### src/sv/assert_macros.svh
// assertion helpers for the command line parser
`ifndef ASSERT_MACROS_SVH
`define ASSERT_MACROS_SVH

`ifndef ASSERT_OFF

`define ASSERT_PROP(label, clk, rst_n, prop) \
	label: assert property (@(posedge clk) disable iff (!rst_n) prop) \
		else $error("assertion failed");

`define ASSERT_NEVER(label, clk, rst_n, expr) \
	label: assert property (@(posedge clk) disable iff (!rst_n) !(expr)) \
		else $error("forbidden condition seen");

`else

`define ASSERT_PROP(label, clk, rst_n, prop)

`define ASSERT_NEVER(label, clk, rst_n, expr)

`endif

`endif

### src/sv/slcp_pkg.sv
`default_nettype none

package slcp_pkg;

	localparam logic [7:0] CHAR_CR = 8'h0d;
	localparam logic [7:0] CHAR_LF = 8'h0a;
	localparam logic [7:0] CHAR_S  = 8'h53;
	localparam logic [7:0] CHAR_O  = 8'h4f;
	localparam logic [7:0] CHAR_C  = 8'h43;
	localparam logic [7:0] CHAR_V  = 8'h56;
	localparam logic [7:0] CHAR_N  = 8'h4e;
	localparam logic [7:0] CHAR_F  = 8'h46;
	localparam logic [7:0] CHAR_LT = 8'h74;
	localparam logic [7:0] CHAR_0  = 8'h30;
	localparam logic [7:0] CHAR_8  = 8'h38;
	localparam logic [7:0] CHAR_9  = 8'h39;
	localparam logic [7:0] CHAR_UA = 8'h41;
	localparam logic [7:0] CHAR_UF = 8'h46;
	localparam logic [7:0] CHAR_LA = 8'h61;
	localparam logic [7:0] CHAR_LF_HEX = 8'h66;

	localparam logic [2:0] KIND_OK      = 3'd0;
	localparam logic [2:0] KIND_ERROR   = 3'd1;
	localparam logic [2:0] KIND_VERSION = 3'd2;
	localparam logic [2:0] KIND_SERIAL  = 3'd3;
	localparam logic [2:0] KIND_STATUS  = 3'd4;
	localparam logic [2:0] KIND_FRAME   = 3'd5;

	// header is 't', three id digits, one length digit
	localparam int HDR_LEN   = 5;
	localparam int MAX_T_LEN = 21;
	localparam logic [3:0] MAX_DLC = 4'd8;

	typedef struct packed {
		logic [2:0]       kind;
		logic [10:0]      can_id;
		logic [3:0]       data_len;
		logic [7:0][7:0]  data;
	} slcp_res_t;

	// {valid, value} of one hex digit, either case
	function automatic logic [4:0] hex_nib(input logic [7:0] ch);
		logic [7:0] d;
		begin
			d = 8'd0;
			if (ch >= CHAR_0 && ch <= CHAR_9) begin
				d = ch - CHAR_0;
				hex_nib = {1'b1, d[3:0]};
			end else if (ch >= CHAR_LA && ch <= CHAR_LF_HEX) begin
				d = ch - CHAR_LA + 8'd10;
				hex_nib = {1'b1, d[3:0]};
			end else if (ch >= CHAR_UA && ch <= CHAR_UF) begin
				d = ch - CHAR_UA + 8'd10;
				hex_nib = {1'b1, d[3:0]};
			end else begin
				hex_nib = 5'd0;
			end
		end
	endfunction

endpackage

`default_nettype wire

### src/sv/slcp_ram.sv
`default_nettype none

module slcp_ram #(
	parameter int WIDTH = 8,
	parameter int DEPTH = 32,
	localparam int AW = $clog2(DEPTH)
) (
	input  wire logic             clk,
	input  wire logic             we,
	input  wire logic [AW-1:0]    waddr,
	input  wire logic [WIDTH-1:0] wdata,
	input  wire logic [AW-1:0]    raddr,
	output logic      [WIDTH-1:0] rdata
);

	logic [WIDTH-1:0] mem_q [DEPTH];

	always_ff @(posedge clk) begin
		if (we) begin
			mem_q[waddr] <= wdata;
		end
		rdata <= mem_q[raddr];
	end

endmodule

`default_nettype wire

### src/sv/slcp_parser.sv
`default_nettype none

module slcp_parser import slcp_pkg::*; #(
	parameter int LINE_MAX = 32,
	localparam int AW = $clog2(LINE_MAX),
	localparam int CW = $clog2(LINE_MAX + 1)
) (
	input  wire logic          clk,
	input  wire logic          arst_n,
	input  wire logic          start,
	input  wire logic          start_ovf,
	input  wire logic [CW-1:0] start_count,
	output logic               busy,
	output logic      [AW-1:0] rd_addr,
	input  wire logic [7:0]    rd_data,
	output logic               res_valid,
	input  wire logic          res_ready,
	output slcp_res_t          res
);

	localparam logic [1:0] ST_IDLE = 2'd0;
	localparam logic [1:0] ST_WALK = 2'd1;
	localparam logic [1:0] ST_DONE = 2'd2;

	logic [1:0]      state_q;
	logic            dv_q;
	logic            open_q;
	logic [CW-1:0]   cnt_q;
	logic [CW-1:0]   rd_q;
	logic [AW-1:0]   pos_q;
	logic            is_t_q;
	logic [11:0]     id_q;
	logic [3:0]      len_q;
	logic [3:0]      hi_q;
	logic [7:0][7:0] bytes_q;
	logic [2:0]      kind_q;

	logic [4:0]    hn;
	logic [7:0]    dig;
	logic          dig_ok;
	logic [4:0]    frame_len;
	logic [AW-1:0] off;
	logic          last;
	logic          more;

	logic       fin;
	logic [2:0] fin_kind;
	logic       set_t;
	logic       set_open;
	logic       clr_open;
	logic       id_shift;
	logic       len_ld;
	logic       hi_ld;
	logic       byte_ld;

	assign hn        = hex_nib(rd_data);
	assign dig       = rd_data - CHAR_0;
	assign dig_ok    = (rd_data >= CHAR_0) && (rd_data <= CHAR_8);
	assign frame_len = 5'(HDR_LEN) + {dig[3:0], 1'b0};
	assign off       = pos_q - AW'(HDR_LEN);
	assign last      = (CW'(pos_q) + CW'(1)) == cnt_q;
	assign more      = rd_q < cnt_q;
	assign rd_addr   = rd_q[AW-1:0];

	// decision for the stored character that the read port returns this cycle
	always_comb begin
		fin      = 1'b0;
		fin_kind = KIND_ERROR;
		set_t    = 1'b0;
		set_open = 1'b0;
		clr_open = 1'b0;
		id_shift = 1'b0;
		len_ld   = 1'b0;
		hi_ld    = 1'b0;
		byte_ld  = 1'b0;
		if (pos_q == '0) begin
			unique case (rd_data)
				CHAR_S: begin
					if (cnt_q != CW'(2)) begin
						fin = 1'b1;
					end
				end
				CHAR_O: begin
					fin = 1'b1;
					if (cnt_q == CW'(1)) begin
						fin_kind = KIND_OK;
						set_open = 1'b1;
					end
				end
				CHAR_C: begin
					fin = 1'b1;
					if (cnt_q == CW'(1)) begin
						fin_kind = KIND_OK;
						clr_open = 1'b1;
					end
				end
				CHAR_V: begin
					fin = 1'b1;
					if (cnt_q == CW'(1)) fin_kind = KIND_VERSION;
				end
				CHAR_N: begin
					fin = 1'b1;
					if (cnt_q == CW'(1)) fin_kind = KIND_SERIAL;
				end
				CHAR_F: begin
					fin = 1'b1;
					if (cnt_q == CW'(1)) fin_kind = KIND_STATUS;
				end
				CHAR_LT: begin
					if (open_q && cnt_q >= CW'(HDR_LEN) && cnt_q <= CW'(MAX_T_LEN)) begin
						set_t = 1'b1;
					end else begin
						fin = 1'b1;
					end
				end
				default: begin
					fin = 1'b1;
				end
			endcase
		end else if (!is_t_q) begin
			// speed digit of the S command
			fin = 1'b1;
			if (dig_ok) fin_kind = KIND_OK;
		end else if (pos_q < AW'(HDR_LEN - 1)) begin
			if (hn[4]) begin
				id_shift = 1'b1;
			end else begin
				fin = 1'b1;
			end
		end else if (pos_q == AW'(HDR_LEN - 1)) begin
			if (!id_q[11] && dig_ok && CW'(frame_len) == cnt_q) begin
				len_ld = 1'b1;
				if (dig[3:0] == 4'd0) begin
					fin      = 1'b1;
					fin_kind = KIND_FRAME;
				end
			end else begin
				fin = 1'b1;
			end
		end else begin
			if (!hn[4]) begin
				fin = 1'b1;
			end else if (!off[0]) begin
				hi_ld = 1'b1;
			end else begin
				byte_ld = 1'b1;
				if (last) begin
					fin      = 1'b1;
					fin_kind = KIND_FRAME;
				end
			end
		end
	end

	always_ff @(posedge clk or negedge arst_n) begin
		if (!arst_n) begin
			state_q <= ST_IDLE;
			dv_q    <= 1'b0;
			open_q  <= 1'b0;
		end else begin
			unique case (state_q)
				ST_IDLE: begin
					dv_q <= 1'b0;
					if (start) begin
						state_q <= start_ovf ? ST_DONE : ST_WALK;
					end
				end
				ST_WALK: begin
					dv_q <= more;
					if (dv_q) begin
						if (set_open) open_q <= 1'b1;
						if (clr_open) open_q <= 1'b0;
						if (fin) state_q <= ST_DONE;
					end
				end
				ST_DONE: begin
					dv_q <= 1'b0;
					if (res_ready) state_q <= ST_IDLE;
				end
				default: begin
					state_q <= ST_IDLE;
				end
			endcase
		end
	end

	always_ff @(posedge clk) begin
		if (state_q == ST_IDLE && start) begin
			cnt_q   <= start_count;
			rd_q    <= '0;
			is_t_q  <= 1'b0;
			id_q    <= '0;
			len_q   <= '0;
			bytes_q <= '0;
			kind_q  <= KIND_ERROR;
		end else if (state_q == ST_WALK) begin
			if (more) rd_q <= rd_q + CW'(1);
			pos_q <= rd_q[AW-1:0];
			if (dv_q) begin
				if (set_t) is_t_q <= 1'b1;
				if (id_shift) id_q <= {id_q[7:0], hn[3:0]};
				if (len_ld) len_q <= dig[3:0];
				if (hi_ld) hi_q <= hn[3:0];
				if (byte_ld) bytes_q[off[3:1]] <= {hi_q, hn[3:0]};
				if (fin) kind_q <= fin_kind;
			end
		end
	end

	assign busy      = state_q != ST_IDLE;
	assign res_valid = state_q == ST_DONE;

	always_comb begin
		res      = '0;
		res.kind = kind_q;
		if (kind_q == KIND_FRAME) begin
			res.can_id   = id_q[10:0];
			res.data_len = len_q;
			res.data     = bytes_q;
		end
	end

endmodule

`default_nettype wire

### src/sv/slcan_command_line_parser_top.sv
// a character that is not CR or LF is taken and written to the line store while there is room, else it marks overflow
// a line end starts a walk over the store, one stored character per cycle through the
// store's single read port; no input is taken until the result has been accepted
// an empty line gives no result; an overflowed line gives an error result without a walk
// reset (arst_n low) clears the count, overflow flag and handshakes and closes the channel;
// store contents stay undefined until written
`default_nettype none

`include "assert_macros.svh"

module slcan_command_line_parser_top import slcp_pkg::*; #(
	parameter int LINE_MAX = 32
) (
	input  wire logic        clk,
	input  wire logic        arst_n,
	input  wire logic        in_valid,
	output logic             in_ready,
	input  wire logic [7:0]  char_in,
	output logic             out_valid,
	input  wire logic        out_ready,
	output logic      [2:0]  kind,
	output logic      [10:0] can_id,
	output logic      [3:0]  data_len,
	output logic      [7:0]  byte0,
	output logic      [7:0]  byte1,
	output logic      [7:0]  byte2,
	output logic      [7:0]  byte3,
	output logic      [7:0]  byte4,
	output logic      [7:0]  byte5,
	output logic      [7:0]  byte6,
	output logic      [7:0]  byte7
);

	localparam int AW = $clog2(LINE_MAX);
	localparam int CW = $clog2(LINE_MAX + 1);

	logic [CW-1:0] count_q;
	logic          ovf_q;
	logic          out_valid_q;
	slcp_res_t     out_q;

	logic          in_xfer;
	logic          term;
	logic          room;
	logic          wr_en;
	logic          p_start;
	logic          p_busy;
	logic [AW-1:0] rd_addr;
	logic [7:0]    rd_data;
	logic          res_valid;
	logic          res_ready;
	slcp_res_t     res;

	assign in_ready = !p_busy;
	assign in_xfer  = in_valid && in_ready;
	assign term     = (char_in == CHAR_CR) || (char_in == CHAR_LF);
	assign room     = count_q < CW'(LINE_MAX);
	assign wr_en    = in_xfer && !term && room;
	assign p_start  = in_xfer && term && (ovf_q || count_q != '0);

	always_ff @(posedge clk or negedge arst_n) begin
		if (!arst_n) begin
			count_q <= '0;
			ovf_q   <= 1'b0;
		end else if (in_xfer) begin
			if (term) begin
				count_q <= '0;
				ovf_q   <= 1'b0;
			end else if (room) begin
				count_q <= count_q + CW'(1);
			end else begin
				ovf_q <= 1'b1;
			end
		end
	end

	slcp_ram #(
		.WIDTH(8),
		.DEPTH(LINE_MAX)
	) u_line_store (
		.clk  (clk),
		.we   (wr_en),
		.waddr(count_q[AW-1:0]),
		.wdata(char_in),
		.raddr(rd_addr),
		.rdata(rd_data)
	);

	slcp_parser #(
		.LINE_MAX(LINE_MAX)
	) u_parser (
		.clk        (clk),
		.arst_n     (arst_n),
		.start      (p_start),
		.start_ovf  (ovf_q),
		.start_count(count_q),
		.busy       (p_busy),
		.rd_addr    (rd_addr),
		.rd_data    (rd_data),
		.res_valid  (res_valid),
		.res_ready  (res_ready),
		.res        (res)
	);

	// output register frees when empty or when its transaction completes
	assign res_ready = !out_valid_q || out_ready;

	always_ff @(posedge clk or negedge arst_n) begin
		if (!arst_n) begin
			out_valid_q <= 1'b0;
		end else if (res_ready) begin
			out_valid_q <= res_valid;
		end
	end

	always_ff @(posedge clk) begin
		if (res_ready && res_valid) begin
			out_q <= res;
		end
	end

	assign out_valid = out_valid_q;
	assign kind      = out_q.kind;
	assign can_id    = out_q.can_id;
	assign data_len  = out_q.data_len;
	assign byte0     = out_q.data[0];
	assign byte1     = out_q.data[1];
	assign byte2     = out_q.data[2];
	assign byte3     = out_q.data[3];
	assign byte4     = out_q.data[4];
	assign byte5     = out_q.data[5];
	assign byte6     = out_q.data[6];
	assign byte7     = out_q.data[7];

	`ASSERT_NEVER(a_count_in_range, clk, arst_n, count_q > CW'(LINE_MAX))
	`ASSERT_PROP(a_ovf_only_when_full, clk, arst_n, ovf_q |-> (count_q == CW'(LINE_MAX)))
	`ASSERT_PROP(a_frame_len_ok, clk, arst_n, (out_valid_q && out_q.kind == KIND_FRAME) |-> (out_q.data_len <= MAX_DLC))
	`ASSERT_PROP(a_plain_reply_zero, clk, arst_n, (out_valid_q && out_q.kind != KIND_FRAME) |-> (out_q.can_id == '0 && out_q.data_len == '0 && out_q.data == '0))

endmodule

`default_nettype wire
### config.mk
export PLATFORM = sky130hd
export DESIGN_NAME = slcan_command_line_parser_top
export DESIGN_NICKNAME = d
export VERILOG_FILES = /design/src/sv/slcp_pkg.sv /design/src/sv/slcp_ram.sv /design/src/sv/slcp_parser.sv /design/src/sv/slcan_command_line_parser_top.sv
export VERILOG_INCLUDE_DIRS = /design/src /design/src/sv
export SDC_FILE = /design/constraint.sdc
export NUM_CORES = 1
export LEC_CHECK = 0
export BUFFER_PORTS_ARGS = -buffer_cell sky130_fd_sc_hd__buf_2
export CORE_MARGIN = 2
export CORE_UTILIZATION = 49
export DETAILED_ROUTE_END_ITERATION = 10
export MAX_ROUTING_LAYER = met4
export PLACE_DENSITY = 0.66
export SLEW_MARGIN = 5
export SYNTH_ARGS = -nofsm -noshare
export SYNTH_HDL_FRONTEND = slang
export SYNTH_SLANG_ARGS = --single-unit
### constraint.sdc
create_clock -name clk -period 7.55 [get_ports clk]
set_input_delay 1.51 -clock clk [delete_from_list [all_inputs] [get_ports clk]]
set_output_delay 1.51 -clock clk [all_outputs]
set_load 0.02 [all_outputs]
==> impl_metrics.yaml, run 1 <==
sta:
  setup_repair_after_global_routing_missed_its_margin: "false"
  final_hold_viol_count: 0
  relSlewSlack_pct: 25.1
  final-setup-viol-count: 0
  timing.final.crit_period_ps: 4180
  final.setup_skew_ps: 11.4
  timing.final.max_slew_violations: 0
  final.setup.tns_ps: 0
  final_min_period_over_clock_period_pct: 55.3
  max_freq_mhz: 239
  worst-slew-pin-transition_ps: 1120
route:
  vias: 10000
  drtPass1Iterations: 5
  iteration_0_drc_markers: 688
  drtAntennaViolNets: 0
  avgViaCountPerCell: 5.52
  routedWlPerCell_um: 21.8
  post-route-drc-count: 0
  postRouteWirelength_um: 39600
status:
  outcome: "completed"
synthesis:
  ys_top_cells_by_area: "sky130_fd_sc_hd__edfxtp_1, sky130_fd_sc_hd__dfxtp_1, sky130_fd_sc_hd__mux4_2"
  synth_enable_flop_cells: 353
  yosysSeqAreaShare_pct: 69.5
  postSynthRegisterBits: 463
  synth_top_area_cell: "sky130_fd_sc_hd__edfxtp_1"
  mappedNetlistArea_um2: 18500
  async_reset_ff_share_pct: 2.59
  synthDominantCellAreaShare_pct: 57.3
  ys_warn_count: 0
  post_synthesis_mean_instance_area_um2: 16.1
  synth_fp_nets: 1179
  syn-instance-count: 1148
  synth_flop_cell: "sky130_fd_sc_hd__edfxtp_1"
  number_of_distinct_standard_cells_referenced_by_the_synthesized_netlist: 69
global_route:
  antenna_found_initial: 1
  grt_usage_pct: 21.4
  first_global_vias: 9826
  grt_pass1_wl_um: 59900
  globalRouteOverflowTotal: 0
  grt_start_max_net_pins: 83
setup_path:
  critical_path.startpoint_type: "input pin"
  setup.worst_path.end_class: "flop"
  arrival_ps: 4620
  path_class: "input pin to flop"
  r2r.worst_path.cells: 8
  timing.critical_path.fanout_max: 53
  req_time_crit_path_ps: 7990
floorplanning:
  dieArea_um2: 39300
  die_width_um: 198
  design.core.area_um2: 37400
  die_h_um: 198
  start_util_pct: 49.5
  io_pins: 96
  placement_rows: 71
min_path:
  hold-path-cell-count: 2
  holdCritPathClass: "flop to flop"
final_layout:
  drive_gt1_share_pct: 24.0
  nets: 1298
  syn2layout_area_growth_pct: 14.7
  final_core_utilization_pct: 56.7
clocking:
  post_cts_hold_buffer_count: 0
  insertion_delay_ps: 580
  clock-root-buffer: "sky130_fd_sc_hd__clkbuf_16"
  post_cts_buffers: 0
  cts_inserted_buffers: 46
  cts.clk_slew.worst_paths_ps: 60
  maximum_number_of_buffers_from_clock_root_to_sink: 3
  cts_tree: "yes"
  tritoncts_num_sinks: 463
  h_tree_level_count: 2
  post_cts_resize_count: 0
place:
  io_buffers: 95
  place.gp.congestion: 0.863
  dp.final_hpwl_um: 24600
pwr:
  p_leak_uw: 0.00777
  power.density_nw_per_um2: 296
  irDropWorstVdd_uv: 255
job:
  drv.max_cap_violation_count: 0
critical path: stages:
cell	delay, ps
sky130_fd_sc_hd__buf_2	270
sky130_fd_sc_hd__nor4_1	570
sky130_fd_sc_hd__o211ai_1	260
sky130_fd_sc_hd__nor2_1	280
sky130_fd_sc_hd__o21ai_0	280
sky130_fd_sc_hd__inv_2	750
sky130_fd_sc_hd__buf_4	550
sky130_fd_sc_hd__nor2_1	110
cells by family after synthesis:
logic type | count (synthesis) | share of synthesized area, %
flops | 463 | 69.5
simple gates | 345 | 9.64
mux | 166 | 14.5
buf+inv | 74 | 1.68
compound gates | 65 | 2.61
fa+ha+maj | 19 | 1.29
xor+xnor | 16 | 0.758
Yosys cell counts, types with 4 or more instances:
library cell,count
sky130_fd_sc_hd__a21o_1,7
sky130_fd_sc_hd__a21oi_1,14
sky130_fd_sc_hd__and2_1,84
sky130_fd_sc_hd__and3_1,5
sky130_fd_sc_hd__buf_1,5
sky130_fd_sc_hd__buf_2,5
sky130_fd_sc_hd__clkbuf_1,41
sky130_fd_sc_hd__dfrtp_1,12
sky130_fd_sc_hd__dfxtp_1,98
sky130_fd_sc_hd__edfxtp_1,353
sky130_fd_sc_hd__ha_1,19
sky130_fd_sc_hd__inv_1,18
sky130_fd_sc_hd__mux2_2,10
sky130_fd_sc_hd__mux2i_1,75
sky130_fd_sc_hd__mux4_2,80
sky130_fd_sc_hd__nand2_1,30
sky130_fd_sc_hd__nand2_2,7
sky130_fd_sc_hd__nand2b_1,7
sky130_fd_sc_hd__nand3_1,15
sky130_fd_sc_hd__nand3b_1,4
sky130_fd_sc_hd__nand4_1,4
sky130_fd_sc_hd__nor2_1,140
sky130_fd_sc_hd__nor3_1,14
sky130_fd_sc_hd__nor4_1,7
sky130_fd_sc_hd__o21ai_0,8
sky130_fd_sc_hd__o22ai_1,4
sky130_fd_sc_hd__or3_1,4
sky130_fd_sc_hd__xnor2_1,5
sky130_fd_sc_hd__xor2_1,11
where the power goes:
part,switching (µW),internal [µW]
combinational,425,394
sequential,181,2890
clock,964,1420
total,1570,4700
metrics by stage:
stage	total power [µW]	cells	setup WS, ps	hold WS [ps]	instance area [µm²]
5_1_grt	6500	1815	3110	496	21200
4_1_cts	6320	1814	3460	466	21200
6_report	6270	1815	3370	457	21200
3_5_place_dp	3940	1730	2860	458	19600
2_1_floorplan	3670	1148	2040	423	18500
3_3_place_gp	3930	1730	2850	440	19600
sequential cells by signal (all words and copies together) (netlist names), 6 cells and up:
| register | flops |
|---|---|
| byte5 | 8 |
| byte6 | 8 |
| count_q | 6 |
| byte4 | 8 |
| byte3 | 8 |
| u_line_store.mem_q | 256 |
| u_parser.id_q | 12 |
| byte2 | 8 |
| u_parser.rd_q | 6 |
| byte7 | 8 |
| u_parser.cnt_q | 6 |
| byte1 | 8 |
| byte0 | 8 |
| can_id | 11 |
| u_line_store.rdata | 8 |
| u_parser.bytes_q | 64 |
final timing paths:
path | start | slack [ps] | to
hold reg to reg | u_parser.bytes_q[43]$_SDFFE_PP0P_ | 460 | u_parser.bytes_q[43]$_SDFFE_PP0P_
setup / recovery | char_in[5] | 3370 | u_parser.bytes_q[30]$_SDFFE_PP0P_
hold / removal | u_parser.bytes_q[43]$_SDFFE_PP0P_ | 460 | u_parser.bytes_q[43]$_SDFFE_PP0P_
max in group asynchronous | arst_n | 6510 | u_parser.dv_q$_DFFE_PN0P_
setup reg to reg | u_line_store.rdata[2]$_DFF_P_ | 4080 | u_parser.bytes_q[52]$_SDFFE_PP0P_
min in group asynchronous | arst_n | 810 | out_valid$_DFFE_PN0P_
cells in the final DEF, fill, tap and decap left out, types with 30 or more instances in the layout:
master / instances
sky130_fd_sc_hd__edfxtp_1: 353
sky130_fd_sc_hd__nor2_1: 138
sky130_fd_sc_hd__buf_2: 95
sky130_fd_sc_hd__dfxtp_1: 95
sky130_fd_sc_hd__and2_1: 84
sky130_fd_sc_hd__mux4_2: 80
sky130_fd_sc_hd__mux2i_1: 75
sky130_fd_sc_hd__clkbuf_16: 46
sky130_fd_sc_hd__buf_4: 31
sky130_fd_sc_hd__nand2_1: 30
layout make-up:
type	count	area (µm²)
clock buffers	60	1250
inverters	19	71.3
clock inverters	24	332
repair buffers	126	708
diodes	1	2.50
well taps	511	639
multi-input cells	611	5340
fillers	2900	16200
flip-flops and latches	463	12900
metal layers:
metal	track usage [%]	part of all wire, %
met3	3.90	5.6
met2	34.4	49
met5	-	0
met1	28.0	43
met4	6.29	2.4
(Power assumes the default switching activity.)
==> inputs of run 2 (changes only) <==
--- a/config.mk
+++ b/config.mk
@@ -11,7 +11,7 @@
 export CORE_UTILIZATION = 49
 export DETAILED_ROUTE_END_ITERATION = 10
 export MAX_ROUTING_LAYER = met4
-export PLACE_DENSITY = 0.66
+export PLACE_DENSITY = 0.69
 export SLEW_MARGIN = 5
 export SYNTH_ARGS = -nofsm -noshare
 export SYNTH_HDL_FRONTEND = slang
==> constraint.sdc (replaced) <==
create_clock -name clk -period 3.8 [get_ports clk]
set_input_delay 0.76 -clock clk [delete_from_list [all_inputs] [get_ports clk]]
set_output_delay 0.76 -clock clk [all_outputs]
set_load 0.02 [all_outputs]
==> impl_metrics.yaml, run 2 (synthesis gave the netlist of run 1 again) <==
global_route:
  grt_pass1_wl_um: 59500
  first_global_vias: 9802
  grt_start_max_net_pins: 75
  antenna_found_initial: 0
  grt_usage_pct: 21.0
  globalRouteOverflowTotal: 0
final_layout:
  top_reg_by_flops: "u_line_store.mem_q"
  nets: 1331
  num-fill-cells: 2862
  multi_input_area_um2: 5340
  largest_register_ffs: 256
  final_core_utilization_pct: 57.5
  most_used_cells_in_the_layout_excluding_fill_and_tap_cells: "sky130_fd_sc_hd__edfxtp_1, sky130_fd_sc_hd__nor2_1, sky130_fd_sc_hd__dfxtp_1"
  n_antenna_cell: 0
  drive_gt1_share_pct: 25.7
  register_area_um2: 12900
  layout_top_registers: "u_line_store.mem_q: 256 flops, u_parser.bytes_q: 64 flops, u_parser.id_q: 12 flops"
  syn2layout_area_growth_pct: 16.2
  most_common_cell_after_layout_fill_and_taps_aside: "sky130_fd_sc_hd__edfxtp_1"
place:
  place.gp.congestion: 0.880
  io_buffers: 95
  pre_cts_ws_ps: 510
  dp.final_hpwl_um: 24900
clocking:
  post_cts_buffers: 0
  insertion_delay_ps: 570
  cts_tree: "yes"
  tritoncts_num_sinks: 463
  maximum_number_of_buffers_from_clock_root_to_sink: 3
  post_cts_resize_count: 0
  h_tree_level_count: 2
  clock-root-buffer: "sky130_fd_sc_hd__clkbuf_16"
  cts.clk_slew.worst_paths_ps: 70
  post_cts_hold_buffer_count: 0
  cts_inserted_buffers: 46
sta:
  worst-slew-pin-transition_ps: 831
  max_freq_mhz: 301
  final-setup-viol-count: 0
  final.setup_skew_ps: 13.6
  fin_ws_ps: 480
  final_hold_viol_count: 0
  timing.final.max_slew_violations: 0
  relSlewSlack_pct: 44.1
  final.setup.tns_ps: 0
  final_min_period_over_clock_period_pct: 87.4
  timing.final.crit_period_ps: 3320
  setup_repair_after_global_routing_missed_its_margin: "false"
pwr:
  fraction_of_power_consumed_by_sequential_logic_pct: 48.7
  switching_power_uw: 3160
  irDropWorstVdd_uv: 545
  power.density_nw_per_um2: 579
  p_leak_uw: 0.00794
  clockPowerShare_pct: 36.8
  internal_power_uw: 9280
  comb_power_share_pct: 14.4
  switching_fraction_of_total_power_pct: 25.4
job:
  drv.max_cap_violation_count: 0
route:
  avgViaCountPerCell: 5.42
  post-route-drc-count: 0
  routedWlPerCell_um: 21.0
  drtAntennaViolNets: 0
  vias: 10000
  postRouteWirelength_um: 38800
  drtPass1Iterations: 5
  iteration_0_drc_markers: 729
floorplanning:
  dieArea_um2: 39300
  start_util_pct: 49.5
  design.core.area_um2: 37400
  die_h_um: 198
  io_pins: 96
  placement_rows: 71
  die_width_um: 198
setup_path:
  timing.critical_path.fanout_max: 9
  crit_slowest_cell: "sky130_fd_sc_hd__or4b_4"
  crit_path_from: "u_line_store.rdata[1]$_DFF_P_"
  setup_slack_of_the_most_critical_reg_to_reg_path_ps: 480
  worstReg2RegStart: "u_line_store.rdata[1]$_DFF_P_"
  setup.worst_path.end_class: "flop"
  path_class: "flop to flop"
  arrival_ps: 3770
  req_time_crit_path_ps: 4250
  critical_path.startpoint_type: "flop"
  timing.critical_path.slowest_cell_delay_ps: 540
  path_cells: "ha_1 > or4b_4 > o22ai_1 > a211oi_4 > nor4b_4 > and2_1 > mux2i_1 > nor2_1"
min_path:
  holdCritPathClass: "input pin to asynchronous set/reset pin"
status:
  outcome: "completed"
run 2: cell types whose count changed in the layout (fill, tap and decap cells not counted), sizes merged:
cell	change
diode	-1
clkbuf	+4
buf	+33
clkinv	+1
bufinv	-3
run 2: final cells by class:
type	count	share of cell area [%]
clock buffer	64	6.11
clock inverter	22	1.05
inverter	19	0.332
multi-input combinational	611	24.8
sequential	463	59.9
tap	511	2.98
timing repair buffer	159	4.80
run 2: worst max-delay path: cells and delay by family (launching register included):
kind / cells / cell delay [ps]
adder cells (fa/ha/maj): 1 / 270
multiplexers: 1 / 250
flip-flops: 1 / 530
AO/OA/AOI/OAI: 2 / 500
AND/OR/NAND/NOR: 4 / 1640
run 2: path summary, 6_finish.rpt:
kind                                                     end  depth (start not counted)
hold / removal                         out_valid$_DFFE_PN0P_                          1
setup / recovery           u_parser.bytes_q[53]$_SDFFE_PP0P_                          8
min in group clk           u_parser.bytes_q[43]$_SDFFE_PP0P_                          2
max in group asynchronous             count_q[4]$_DFFE_PN0P_                          1
setup reg to reg           u_parser.bytes_q[53]$_SDFFE_PP0P_                          8
hold reg to reg            u_parser.bytes_q[43]$_SDFFE_PP0P_                          2
run 2: power by group through the flow:
stage / Sequential [µW] / Clock (µW) / Combinational, µW
finish: 6060 / 4580 / 1790
global route: 6110 / 4860 / 1930
CTS: 6060 / 4670 / 1810
detailed placement: 6160 / 0 / 1800
global placement: 6160 / 0 / 1770
floorplan: 5960 / 0 / 1340
run 2: metal layers:
metal	vias to the layer above	wire length [µm]	GRT usage, %
met3	56	2310	3.39
met2	320	18700	32.7
met4	0	887	6.71
met5	-	0	-
li1	4652	-	-
met1	4993	16900	28.4
run 2: stage by stage:
stage / hold slack [ps] / instances / total power (µW) / cell area (µm²)
after floorplan: 423 / 1148 / 7300 / 18500
after global placement: 437 / 1762 / 7930 / 19900
after detailed placement: 446 / 1762 / 7960 / 19900
after CTS: 59.2 / 1848 / 12500 / 21500
after global routing: 86.4 / 1849 / 12900 / 21500
final: 77.9 / 1849 / 12400 / 21500
==> inputs of run 3 (changes only) <==
--- a/config.mk
+++ b/config.mk
@@ -7,11 +7,11 @@
 export NUM_CORES = 1
 export LEC_CHECK = 0
 export BUFFER_PORTS_ARGS = -buffer_cell sky130_fd_sc_hd__buf_2
-export CORE_MARGIN = 2
 export CORE_UTILIZATION = 49
 export DETAILED_ROUTE_END_ITERATION = 10
 export MAX_ROUTING_LAYER = met4
-export PLACE_DENSITY = 0.69
+export PLACE_DENSITY_LB_ADDON = 0.2
+export SETUP_SLACK_MARGIN = 0.1
 export SLEW_MARGIN = 5
 export SYNTH_ARGS = -nofsm -noshare
 export SYNTH_HDL_FRONTEND = slang
==> impl_metrics.yaml, run 3 (synthesis gave the netlist of run 1 again) <==
status:
  outcome: "completed"
final_layout:
  final_design_area_no_fill_um2: 21300
  nets: 1325
  top_reg_by_flops: "u_line_store.mem_q"
  drive_gt1_share_pct: 25.3
  largest_register_ffs: 256
  syn2layout_area_growth_pct: 15.3
  most_used_cells_in_the_layout_excluding_fill_and_tap_cells: "sky130_fd_sc_hd__edfxtp_1, sky130_fd_sc_hd__nor2_1, sky130_fd_sc_hd__dfxtp_1"
  most_common_cell_after_layout_fill_and_taps_aside: "sky130_fd_sc_hd__edfxtp_1"
  layout_top_registers: "u_line_store.mem_q: 256 flops, u_parser.bytes_q: 64 flops, u_parser.id_q: 12 flops"
  n_antenna_cell: 0
clocking:
  post_cts_buffers: 0
  insertion_delay_ps: 590
  post_cts_resize_count: 0
  h_tree_level_count: 2
  cts_tree: "yes"
  cts_inserted_buffers: 46
  maximum_number_of_buffers_from_clock_root_to_sink: 3
  clock-root-buffer: "sky130_fd_sc_hd__clkbuf_16"
  post_cts_hold_buffer_count: 0
  cts.clk_slew.worst_paths_ps: 60
  tritoncts_num_sinks: 463
sta:
  relSlewSlack_pct: 36.1
  setup_repair_after_global_routing_missed_its_margin: "false"
  final.setup.tns_ps: 0
  timing.final.crit_period_ps: 3300
  max_freq_mhz: 303
  worst-slew-pin-transition_ps: 956
  final.setup_skew_ps: 19.5
  fin_ws_ps: 503
  final_min_period_over_clock_period_pct: 86.8
  final_hold_viol_count: 0
  final-setup-viol-count: 0
  timing.final.max_slew_violations: 0
floorplanning:
  io_pins: 96
  design.core.area_um2: 36900
  die_h_um: 196
  dieArea_um2: 38500
  placement_rows: 70
  die_width_um: 196
  start_util_pct: 50.2
setup_path:
  req_time_crit_path_ps: 4270
  cp_num_buf_inv: 0
  path_cells: "ha_1 > or4b_4 > o22ai_1 > a211oi_4 > nor4b_4 > and2_1 > mux2i_1 > nor2_1"
  path_class: "flop to flop"
  arrival_ps: 3770
  crit_slowest_cell: "sky130_fd_sc_hd__dfxtp_1"
  critical-path-top-delay-family: "simple AND/OR/NAND/NOR gates"
  setup.worst_path.end_class: "flop"
  critical_path.startpoint_type: "flop"
  timing.critical_path.slowest_cell_delay_ps: 540
  timing.critical_path.fanout_max: 9
pwr:
  irDropWorstVdd_uv: 427
  switching_fraction_of_total_power_pct: 25.7
  p_leak_uw: 0.00788
  power.density_nw_per_um2: 573
  internal_power_uw: 9080
  comb_power_share_pct: 14.7
  switching_power_uw: 3140
  clockPowerShare_pct: 36.0
  fraction_of_power_consumed_by_sequential_logic_pct: 49.4
route:
  post-route-drc-count: 0
  vias: 9897
  routedWlPerCell_um: 20.7
  drtPass1Iterations: 5
  iteration_0_drc_markers: 719
  postRouteWirelength_um: 37900
  avgViaCountPerCell: 5.41
  drtAntennaViolNets: 0
global_route:
  globalRouteOverflowTotal: 0
  grt_start_max_net_pins: 66
  grt_usage_pct: 21.0
  grt_pass1_wl_um: 58500
  first_global_vias: 9690
  antenna_found_initial: 0
min_path:
  holdCritPathClass: "input pin to asynchronous set/reset pin"
place:
  placedInstanceArea_um2: 19900
  io_buffers: 95
  pre_cts_ws_ps: 526
  place.gp.congestion: 0.961
  dp.final_hpwl_um: 24200
job:
  drv.max_cap_violation_count: 0
[run 3: worst reg2reg max path: cells and delay by family, from the launching register on]
family,cells,cell delay (ps)
adders and majority gates,1,300
muxes,1,250
and+or+nand+nor,4,1600
DFF,1,540
AOI/OAI and AO/OA,2,490
[run 3: final cells by class]
class                   instances  area (µm²)
fillers                      2883       15500
flip-flops and latches        463       12900
multi-input cells             611        5340
clock buffers                  61        1310
repair buffers                153         948
well taps                     504         631
clock inverters                20         156
inverters                      19        71.3
[run 3: power by group through the flow]
stage	Combinational [µW]	Clock [µW]	Sequential [µW]
after floorplan	1340	0	5960
after global placement	1800	0	6130
after detailed placement	1810	0	6140
after CTS	1820	4490	6030
after global routing	1940	4680	6070
final	1790	4400	6030
[run 3: worst paths after layout]
kind / cells after the start / startpoint / endpoint / slack [ps]
worst min register to register: 0 / u_parser.kind_q[2]$_SDFFE_PP0P_ / kind[2]$_DFFE_PP_ / 470
min in group clk: 3 / in_valid / ovf_q$_DFFE_PN0P_ / 460
worst max-delay path: 8 / u_line_store.rdata[1]$_DFF_P_ / u_parser.bytes_q[48]$_SDFFE_PP0P_ / 500
max in group asynchronous: 1 / arst_n / u_parser.state_q[0]$_DFFE_PN0P_ / 3500
worst min-delay path: 1 / arst_n / u_parser.state_q[1]$_DFFE_PN0P_ / 60
worst max register to register: 8 / u_line_store.rdata[1]$_DFF_P_ / u_parser.bytes_q[48]$_SDFFE_PP0P_ / 500
[run 3: routing by layer]
metal / vias up / share of wire [%] / GRT usage [%]
li1: 4632 / - / -
met1: 4930 / 44 / 28.0
met2: 275 / 48 / 33.1
met3: 60 / 5.5 / 3.40
met4: 0 / 2.2 / 6.57
met5: - / 0 / -
[run 3: per-stage QoR]
| stage | utilization (%) | cells | hold slack (ps) | power, µW |
|---|---|---|---|---|
| final | 57.8 | 1831 | 64.5 | 12200 |
| after global routing | 57.8 | 1831 | 64.3 | 12700 |
| after CTS | 57.8 | 1831 | 48.2 | 12300 |
| after detailed placement | 53.9 | 1750 | 459 | 7950 |
| after global placement | 53.9 | 1750 | 452 | 7930 |
| after floorplan | - | 1148 | 423 | 7300 |
